## src/rtl/tsc_pkg.sv

```systemverilog
// Shared types and constants for the text statistics substring counter.
`timescale 1ns / 1ps
package tsc_pkg;

   localparam int PAT_BYTES       = 16;
   localparam int PAT_LEN_WIDTH   = 5;
   localparam int CSR_INDEX_WIDTH = 2;
   localparam int CSR_DATA_WIDTH  = 64;
   localparam int OUT_WIDTH       = 32;

   localparam logic [7:0] NEWLINE_BYTE = 8'h0A;
   localparam logic [7:0] SPACE_BYTE   = 8'h20;

   localparam logic [CSR_INDEX_WIDTH-1:0] CSR_PATTERN_LOW    = 2'd0;
   localparam logic [CSR_INDEX_WIDTH-1:0] CSR_PATTERN_HIGH   = 2'd1;
   localparam logic [CSR_INDEX_WIDTH-1:0] CSR_PATTERN_LENGTH = 2'd2;

   typedef struct packed {
      logic [8*PAT_BYTES-1:0]   bytes;   // byte 0 in bits 7:0
      logic [PAT_LEN_WIDTH-1:0] length;
   } pattern_type;

   typedef struct packed {
      logic letter;
      logic digit;
      logic space;
   } char_class_type;

   function automatic char_class_type classify(input logic [7:0] c);
      char_class_type r;
      r.letter = ((c >= 8'h41) && (c <= 8'h5A)) || ((c >= 8'h61) && (c <= 8'h7A));
      r.digit  = (c >= 8'h30) && (c <= 8'h39);
      r.space  = (c == SPACE_BYTE);
      return r;
   endfunction

endpackage

```

## src/rtl/tsc_counter.sv

```systemverilog
// Saturating event counter.
`timescale 1ns / 1ps
module tsc_counter #(
   parameter int WIDTH = 32
) (
   input  logic             clock,
   input  logic             reset,
   input  logic             bump,
   output logic [WIDTH-1:0] count
);
   logic [WIDTH-1:0] count_ff;
   logic [WIDTH-1:0] count_in;

   always_comb begin
      count_in = count_ff;
      if (bump && (count_ff != {WIDTH{1'b1}})) begin
         count_in = count_ff + WIDTH'(1);
      end
   end

   always_ff @(posedge clock) begin
      if (reset) begin
         count_ff <= '0;
      end else begin
         count_ff <= count_in;
      end
   end

   assign count = count_ff;
endmodule

```

## src/rtl/tsc_match.sv

```systemverilog
// Byte window, chunk tracking and parallel pattern compare.
`timescale 1ns / 1ps
module tsc_match #(
   parameter int MAX_PATTERN = 16,
   parameter int CHUNK_LIMIT = 79
) (
   input  logic                 clock,
   input  logic                 reset,
   input  logic                 accept,
   input  logic [7:0]           char_in,
   input  tsc_pkg::pattern_type pattern,
   output logic                 line_hit
);
   import tsc_pkg::*;

   localparam int CW = $clog2(CHUNK_LIMIT + 1);

   logic [7:0]              window_ff [MAX_PATTERN];
   logic [7:0]              window_in [MAX_PATTERN];
   logic [CW-1:0]           chunk_len_ff;
   logic [CW-1:0]           chunk_len_in;
   logic                    has_match_ff;
   logic                    has_match_in;
   logic [CW-1:0]           len_next;
   logic [PAT_LEN_WIDTH-1:0] pat_len;
   logic                    mismatch;
   logic                    match_here;
   logic                    chunk_end;

   always_comb begin
      window_in[0] = char_in;
      for (int i = 1; i < MAX_PATTERN; i++) begin
         window_in[i] = window_ff[i-1];
      end
   end

   // Lengths above the window size act as the window size.
   assign pat_len = (pattern.length > PAT_LEN_WIDTH'(MAX_PATTERN)) ?
                    PAT_LEN_WIDTH'(MAX_PATTERN) : pattern.length;

   assign len_next = chunk_len_ff + CW'(1);

   // Pattern byte k lines up with window slot len-1-k (newest in slot 0).
   always_comb begin
      mismatch = 1'b0;
      for (int k = 0; k < MAX_PATTERN; k++) begin
         for (int j = 0; j < MAX_PATTERN; j++) begin
            if ((j + k + 1 == int'(pat_len)) &&
                (window_in[j] != pattern.bytes[8*k +: 8])) begin
               mismatch = 1'b1;
            end
         end
      end
   end

   assign match_here = !mismatch && (8'(pat_len) <= 8'(len_next));
   assign line_hit   = accept && !has_match_ff && match_here;
   assign chunk_end  = (char_in == NEWLINE_BYTE) || (len_next >= CW'(CHUNK_LIMIT));

   always_comb begin
      chunk_len_in = chunk_len_ff;
      has_match_in = has_match_ff;
      if (accept) begin
         if (chunk_end) begin
            chunk_len_in = '0;
            has_match_in = 1'b0;
         end else begin
            chunk_len_in = len_next;
            has_match_in = has_match_ff || match_here;
         end
      end
   end

   always_ff @(posedge clock) begin
      if (reset) begin
         chunk_len_ff <= '0;
         has_match_ff <= 1'b0;
      end else begin
         chunk_len_ff <= chunk_len_in;
         has_match_ff <= has_match_in;
      end
   end

   always_ff @(posedge clock) begin
      if (accept) begin
         window_ff <= window_in;
      end
   end
endmodule

```

## src/rtl/text_statistics_substring_counter_core.sv

```systemverilog
// Top level of the text statistics and substring line counter.
//
//   channel | direction | handshake        | payload
//   req_    | in        | valid / stall    | character byte
//   rsp_    | out       | valid / stall    | five running counts
//   csr_    | in        | valid / ready    | register index, 64-bit data
//
// One byte per cycle while the result is not stalled: the result is registered in the cycle after the transfer.
// The count registers themselves form the result register; a new byte is taken
// whenever the result register is empty or being drained in the same cycle.
// Critical path: window shift, 16-byte compare and a 32-bit increment.
// Reset is synchronous and clears counts, chunk state and pattern registers.
// A stalled result holds; req_stall rises only while the result is stalled.
`timescale 1ns / 1ps
module text_statistics_substring_counter_core #(
   parameter int MAX_PATTERN = 16,
   parameter int CHUNK_LIMIT = 79,
   parameter int COUNT_WIDTH = 32
) (
   input  logic                                 clock,
   input  logic                                 reset,
   input  logic                                 req_valid,
   output logic                                 req_stall,
   input  logic [7:0]                           req_character,
   output logic                                 rsp_valid,
   input  logic                                 rsp_stall,
   output logic [tsc_pkg::OUT_WIDTH-1:0]        rsp_letter_count,
   output logic [tsc_pkg::OUT_WIDTH-1:0]        rsp_digit_count,
   output logic [tsc_pkg::OUT_WIDTH-1:0]        rsp_space_count,
   output logic [tsc_pkg::OUT_WIDTH-1:0]        rsp_total_count,
   output logic [tsc_pkg::OUT_WIDTH-1:0]        rsp_matched_lines,
   input  logic                                 csr_valid,
   output logic                                 csr_ready,
   input  logic [tsc_pkg::CSR_INDEX_WIDTH-1:0]  csr_index,
   input  logic [tsc_pkg::CSR_DATA_WIDTH-1:0]   csr_data
);
   import tsc_pkg::*;

   logic                      rsp_valid_ff;
   logic                      rsp_valid_in;
   logic [CSR_DATA_WIDTH-1:0] pat_low_ff;
   logic [CSR_DATA_WIDTH-1:0] pat_high_ff;
   logic [PAT_LEN_WIDTH-1:0]  pat_len_ff;
   pattern_type               pattern;
   char_class_type            cls;
   logic                      accept;
   logic                      line_hit;
   logic [COUNT_WIDTH-1:0]    letters;
   logic [COUNT_WIDTH-1:0]    digits;
   logic [COUNT_WIDTH-1:0]    spaces;
   logic [COUNT_WIDTH-1:0]    total;
   logic [COUNT_WIDTH-1:0]    lines;

   assign req_stall = rsp_valid_ff && rsp_stall;
   assign accept    = req_valid && !req_stall;
   assign csr_ready = 1'b1;

   always_comb begin
      rsp_valid_in = rsp_valid_ff;
      if (accept) begin
         rsp_valid_in = 1'b1;
      end else if (!rsp_stall) begin
         rsp_valid_in = 1'b0;
      end
   end

   always_ff @(posedge clock) begin
      if (reset) begin
         rsp_valid_ff <= 1'b0;
         pat_low_ff   <= '0;
         pat_high_ff  <= '0;
         pat_len_ff   <= '0;
      end else begin
         rsp_valid_ff <= rsp_valid_in;
         if (csr_valid && csr_ready) begin
            case (csr_index)
               CSR_PATTERN_LOW:    pat_low_ff  <= csr_data;
               CSR_PATTERN_HIGH:   pat_high_ff <= csr_data;
               CSR_PATTERN_LENGTH: pat_len_ff  <= csr_data[PAT_LEN_WIDTH-1:0];
               default: begin
               end
            endcase
         end
      end
   end

   assign pattern.bytes  = {pat_high_ff, pat_low_ff};
   assign pattern.length = pat_len_ff;
   assign cls            = classify(req_character);

   tsc_match #(
      .MAX_PATTERN (MAX_PATTERN),
      .CHUNK_LIMIT (CHUNK_LIMIT)
   ) u_match (
      .clock    (clock),
      .reset    (reset),
      .accept   (accept),
      .char_in  (req_character),
      .pattern  (pattern),
      .line_hit (line_hit)
   );

   tsc_counter #(.WIDTH(COUNT_WIDTH)) u_letters (
      .clock (clock), .reset (reset), .bump (accept && cls.letter), .count (letters)
   );
   tsc_counter #(.WIDTH(COUNT_WIDTH)) u_digits (
      .clock (clock), .reset (reset), .bump (accept && cls.digit), .count (digits)
   );
   tsc_counter #(.WIDTH(COUNT_WIDTH)) u_spaces (
      .clock (clock), .reset (reset), .bump (accept && cls.space), .count (spaces)
   );
   tsc_counter #(.WIDTH(COUNT_WIDTH)) u_total (
      .clock (clock), .reset (reset), .bump (accept), .count (total)
   );
   tsc_counter #(.WIDTH(COUNT_WIDTH)) u_lines (
      .clock (clock), .reset (reset), .bump (line_hit), .count (lines)
   );

   assign rsp_valid         = rsp_valid_ff;
   assign rsp_letter_count  = OUT_WIDTH'(letters);
   assign rsp_digit_count   = OUT_WIDTH'(digits);
   assign rsp_space_count   = OUT_WIDTH'(spaces);
   assign rsp_total_count   = OUT_WIDTH'(total);
   assign rsp_matched_lines = OUT_WIDTH'(lines);
endmodule

```

## config.mk

```make
export PLATFORM = sky130hd
export DESIGN_NAME = text_statistics_substring_counter_core
export DESIGN_NICKNAME = d
export VERILOG_FILES = /design/src/rtl/tsc_pkg.sv /design/src/rtl/tsc_counter.sv /design/src/rtl/tsc_match.sv /design/src/rtl/text_statistics_substring_counter_core.sv
export SDC_FILE = /design/constraint.sdc
export NUM_CORES = 2
export LEC_CHECK = 0
export BUFFER_PORTS_ARGS = -buffer_cell sky130_fd_sc_hd__clkbuf_2
export CAP_MARGIN = 20
export CORE_MARGIN = 3
export CORE_UTILIZATION = 45
export DETAILED_ROUTE_END_ITERATION = 8
export GPL_TIMING_DRIVEN = 0
export HOLD_SLACK_MARGIN = 0.03
export PLACE_DENSITY_LB_ADDON = 0.3
export SYNTH_ARGS = -nofsm -noshare
export SYNTH_HDL_FRONTEND = slang
export SYNTH_SLANG_ARGS = --single-unit
```

## constraint.sdc

```tcl
create_clock -name clock -period 13.9 [get_ports clock]
set_input_delay 2.78 -clock clock [delete_from_list [all_inputs] [get_ports clock]]
set_output_delay 2.78 -clock clock [all_outputs]
set_load 0.01 [all_outputs]
```

==> impl_summary.md <==
Run status
The run finished with clean final reports.

Power and ir drop
The net switching fraction of the power is 31.8%. The total power density per cell area is 100 nW/um2. The clock network burns 39.8% of the power.

Combinational logic burns 21.2% of the power. Summing internal, switching and leakage power gives 3.45 mW. In this run the power spent charging and discharging nets is 1.10 mW. Of the total power, registers draw 39.1%. VDD sags by at most 0.0000824 V. Cell internal power was estimated by the tool at 2.35 mW. For this design the static power due to leakage is 12.1 nW.

Min path
The min-delay analysis places its worst path in the category flop to flop. In this run the most critical hold path is launched from u_match.window_ff[105]. The cell depth of the worst min-delay path is 0. The endpoint with the worst hold slack is u_match.window_ff[97].

Clock tree
The clock slew seen by the registers of the worst setup and hold paths is 0.07 ns. The tree is rooted in a clkbuf_16. The total of cells resized after clock tree synthesis is 0. The H-tree was split into 2 levels. In this run the post-CTS setup repair buffer count came out at 0. The number of clock buffers inserted by TritonCTS is 47. The total number of clock tree sinks is 422. The CTS tree is done. Clock latency on the worst-skew pair, taken at its later pin, is 0.64 ns. The clock passes through at most 3 buffers. The number of hold buffers added after CTS was 0.

Synthesis
The mapped netlist covers 30100 um2. For this run, asynchronously set or reset flops after synthesis account for 0%. The portion of synthesized area spent on multiplexers is 0.786%. The area share of fa/ha/maj cells after synthesis is 0.499%. Summing the sequential cell areas from Yosys gives 32.1% of the chip area.

In the synthesized netlist, the number of instances is 3438. For this run, the number of Yosys warnings is 0. The largest family of logic cells by synthesized area is XOR/XNOR gates.

The compound-cell area share of the yosys netlist is 4.84%. The simple-gate share of the synthesized area is 19.4%. The mean instance size in the synthesized netlist is 8.75 um2. The number of nets in the synthesized netlist is 3529. In this run, synthesis inferred 120 flip-flops with an integrated enable.

The most common cell in the synthesized netlist is xnor2_1. The unique cell type count in the Yosys netlist is 58. By count the netlist is led by xnor2_1, xor2_1, nand2_1.

The xor/xnor cell area share of the yosys netlist is 35.0%. Counting flops and latches in the post-synthesis netlist gives 422. The leading area contributor after synthesis is xnor2_1. Ranked by total cell area, the synthesized netlist is headed by xnor2_1, dfxtp_1, edfxtp_1.

The fraction of post-synthesis cell area in the top cell type by area is 24.3%. Among all flip-flop cells after synthesis, the most frequent one is dfxtp_1.

Worst setup path
STA classifies the critical path endpoint as a flop. The worst setup path is of the input port to flop kind. The startpoint of the worst register-to-register path is u_match.window_ff[93]. The arrival time of the worst setup path is 8.01 ns.

Together, buffers and inverters on the worst path number 5. Of all nets on the critical path, the largest fanout is 10. The logic depth of the worst register-to-register path is 12. The gate family responsible for the most delay along the worst path is simple AND/OR/NAND/NOR gates. The signal on the critical path passes through clkbuf_2 -> buf_2 -> xor2_1 -> nor4_1 -> buf_2 -> nand4_1 -> nor4_1 -> a2bb2oi_1 -> o211ai_1 -> or3_1 -> buf_6 -> buf_2 -> nor4_1 -> mux2_2. Setup slack on the worst reg-to-reg path comes out at 7.77 ns. The worst register-to-register path ends at u_lines.count[31]. The delay contributed by the slowest stage of the critical path is 1.19 ns. The type of element launching the critical path is an input port.

The worst endpoint required time is 14.42 ns. The largest individual stage delay along the critical path comes from the cell nor4_1.

Route
The total length of routed wires is 174000 um. The first detailed-routing pass took 6 iterations. Across all layers, the routed design uses 29400 vias. Dividing the detail-routed wire length by the instance count gives 37.4 um.

The detail route stage leaves a number of antenna-violating nets equal to 0. The number of design rule violations left after detail routing is 0. The routed via count divided by cell count is 6.33. For this block, the initial DRC count from the detailed router was 4350.

Placed design
After detailed placement, the total cell area comes to 32600 um2. The detailed placement HPWL is 124000 um. Before CTS, the worst setup slack after placement is 6.14 ns. The number of buffers added on ports is 239.

The routability congestion estimate from global placement is 1.11.

Timing
The fmax is 133 MHz. The worst slew margin relative to its limit is 6.00%. The largest clock skew in the final design is 0.0243 ns.

Setup repair after global routing left no endpoint under its margin. The final count of pins violating max slew is 0. The fraction of the cycle the final worst path needs is 53.9%. The final worst setup slack is 6.41 ns. The smallest clock period supported by the final layout is computed as 7.49 ns. The number of hold violations in the final report came to 0. The number of setup violations in the final report is 0. Adding up every negative setup slack in the final design gives 0 ns.

For the pin with the worst max-slew slack, the measured transition is 1.40 ns.

Job
The number of maximum-capacitance constraint violations is 0.

Die
The die is 265 um tall. The total area inside the core boundary comes to 66000 um2. For this design the top-level I/O count stands at 242. The die covers 70000 um2. The floorplan row count is 94.

From left edge to right edge, the die measures 265 um. The initial cell density of the core is 45.6%.

GRT
The global-route wire length before repair is 231000 um. The total global routing track utilization is 48.2%. For this run the aggregate overflow at the end of global routing stands at 0. The initial antenna violation count is 6. The via count of the first global-routing pass is 27000.

Entering global routing, the biggest net connects 69 pins.

Final layout
The final standard cell area without fillers is 34300 um2. Cells with a size suffix above 1 make up 15.6% of the layout. From synthesis to final layout, the design area changed by 14.1%. After the last flow step, the layout net total stands at 3833. Cells fill 52.0% of the core in the end.
-- final cells by class --
class                      count  area [um2]
clock inverter                27         365
clock buffer                  60        1320
multi-input combinational   2635       18200
sequential                   422        9650
fill                        6315       31700
antenna                        2        5.00
buffer                       365        2160
inverter                      16        60.1
timing repair buffer         255        1460
tap                          864        1080
-- sequential cells by signal, summed over array words and instances (netlist names), 5 cells and up --
register,cells
pat_len_ff,5
pat_low_ff,64
u_lines.count,32
u_digits.count,32
u_match.chunk_len_ff,7
u_letters.count,32
u_spaces.count,32
u_total.count,32
pat_high_ff,64
u_match.window_ff,120
-- cells by family after synthesis --
| kind of cell | after synthesis |
|---|---|
| other cells | 1 |
| buf+inv | 381 |
| xor+xnor | 1199 |
| flops | 422 |
| simple gates | 1136 |
| mux | 22 |
| fa+ha+maj | 12 |
| compound gates | 265 |
-- how the worst max path moves through the flow --
stage,end,from,depth (start not counted),slack [ns]
after floorplan,u_lines.count[27],rsp_stall,12,4.90
after global placement,u_lines.count[31],rsp_stall,13,0.91
after detailed placement,u_lines.count[31],req_character[1],14,6.14
after CTS,u_lines.count[31],req_character[1],14,6.77
after global routing,u_lines.count[31],req_character[1],14,6.70
final,u_lines.count[31],req_character[1],14,6.41
-- metal layers --
metal / up-vias / part of all wire [%] / global-route usage (%)
li1: 12200 / - / -
met1: 14200 / 37 / 57.6
met4: 12 / 8.8 / 33.0
met3: 772 / 14 / 22.9
met5: - / 0.13 / 1.55
met2: 2297 / 40 / 68.0
-- per-stage QoR --
step / hold WS (ns) / std cells
after global routing: 0.456 / 4645
after detailed placement: 0.427 / 4553
after CTS: 0.440 / 4640
after floorplan: 0.421 / 3438
after global placement: 0.422 / 4541
final: 0.440 / 4646
-- layout by cell type, fill, tap and decap left out, types with 14 or more instances in the layout --
cell	Yosys	routed
a21oi_1	179	179
and2_1	15	15
and3_1	34	34
and4_1	21	21
buf_2	127	130
buf_4	42	42
buf_6	59	59
clkbuf_1	125	130
clkbuf_16	0	49
clkbuf_2	2	241
dfxtp_1	302	302
edfxtp_1	120	120
inv_1	16	16
nand2_1	339	339
nand3_1	67	67
nand4_1	260	260
nor2_1	172	172
nor2b_1	24	24
nor3_1	20	20
nor4_1	120	120
o21ai_0	40	40
or3_1	25	25
or4_1	14	14
xnor2_1	834	834
xor2_1	360	360
-- power groups by stage --
stage               clock network (mW)  logic, mW  registers (mW)
detailed placement                   0      0.680            1.37
finish                            1.37      0.730            1.35
CTS                               1.38      0.683            1.34
global route                      1.43      0.731            1.35
floorplan                            0      0.425            1.35
global placement                     0      0.677            1.37
Note: power is estimated with default switching activity, not from simulation.
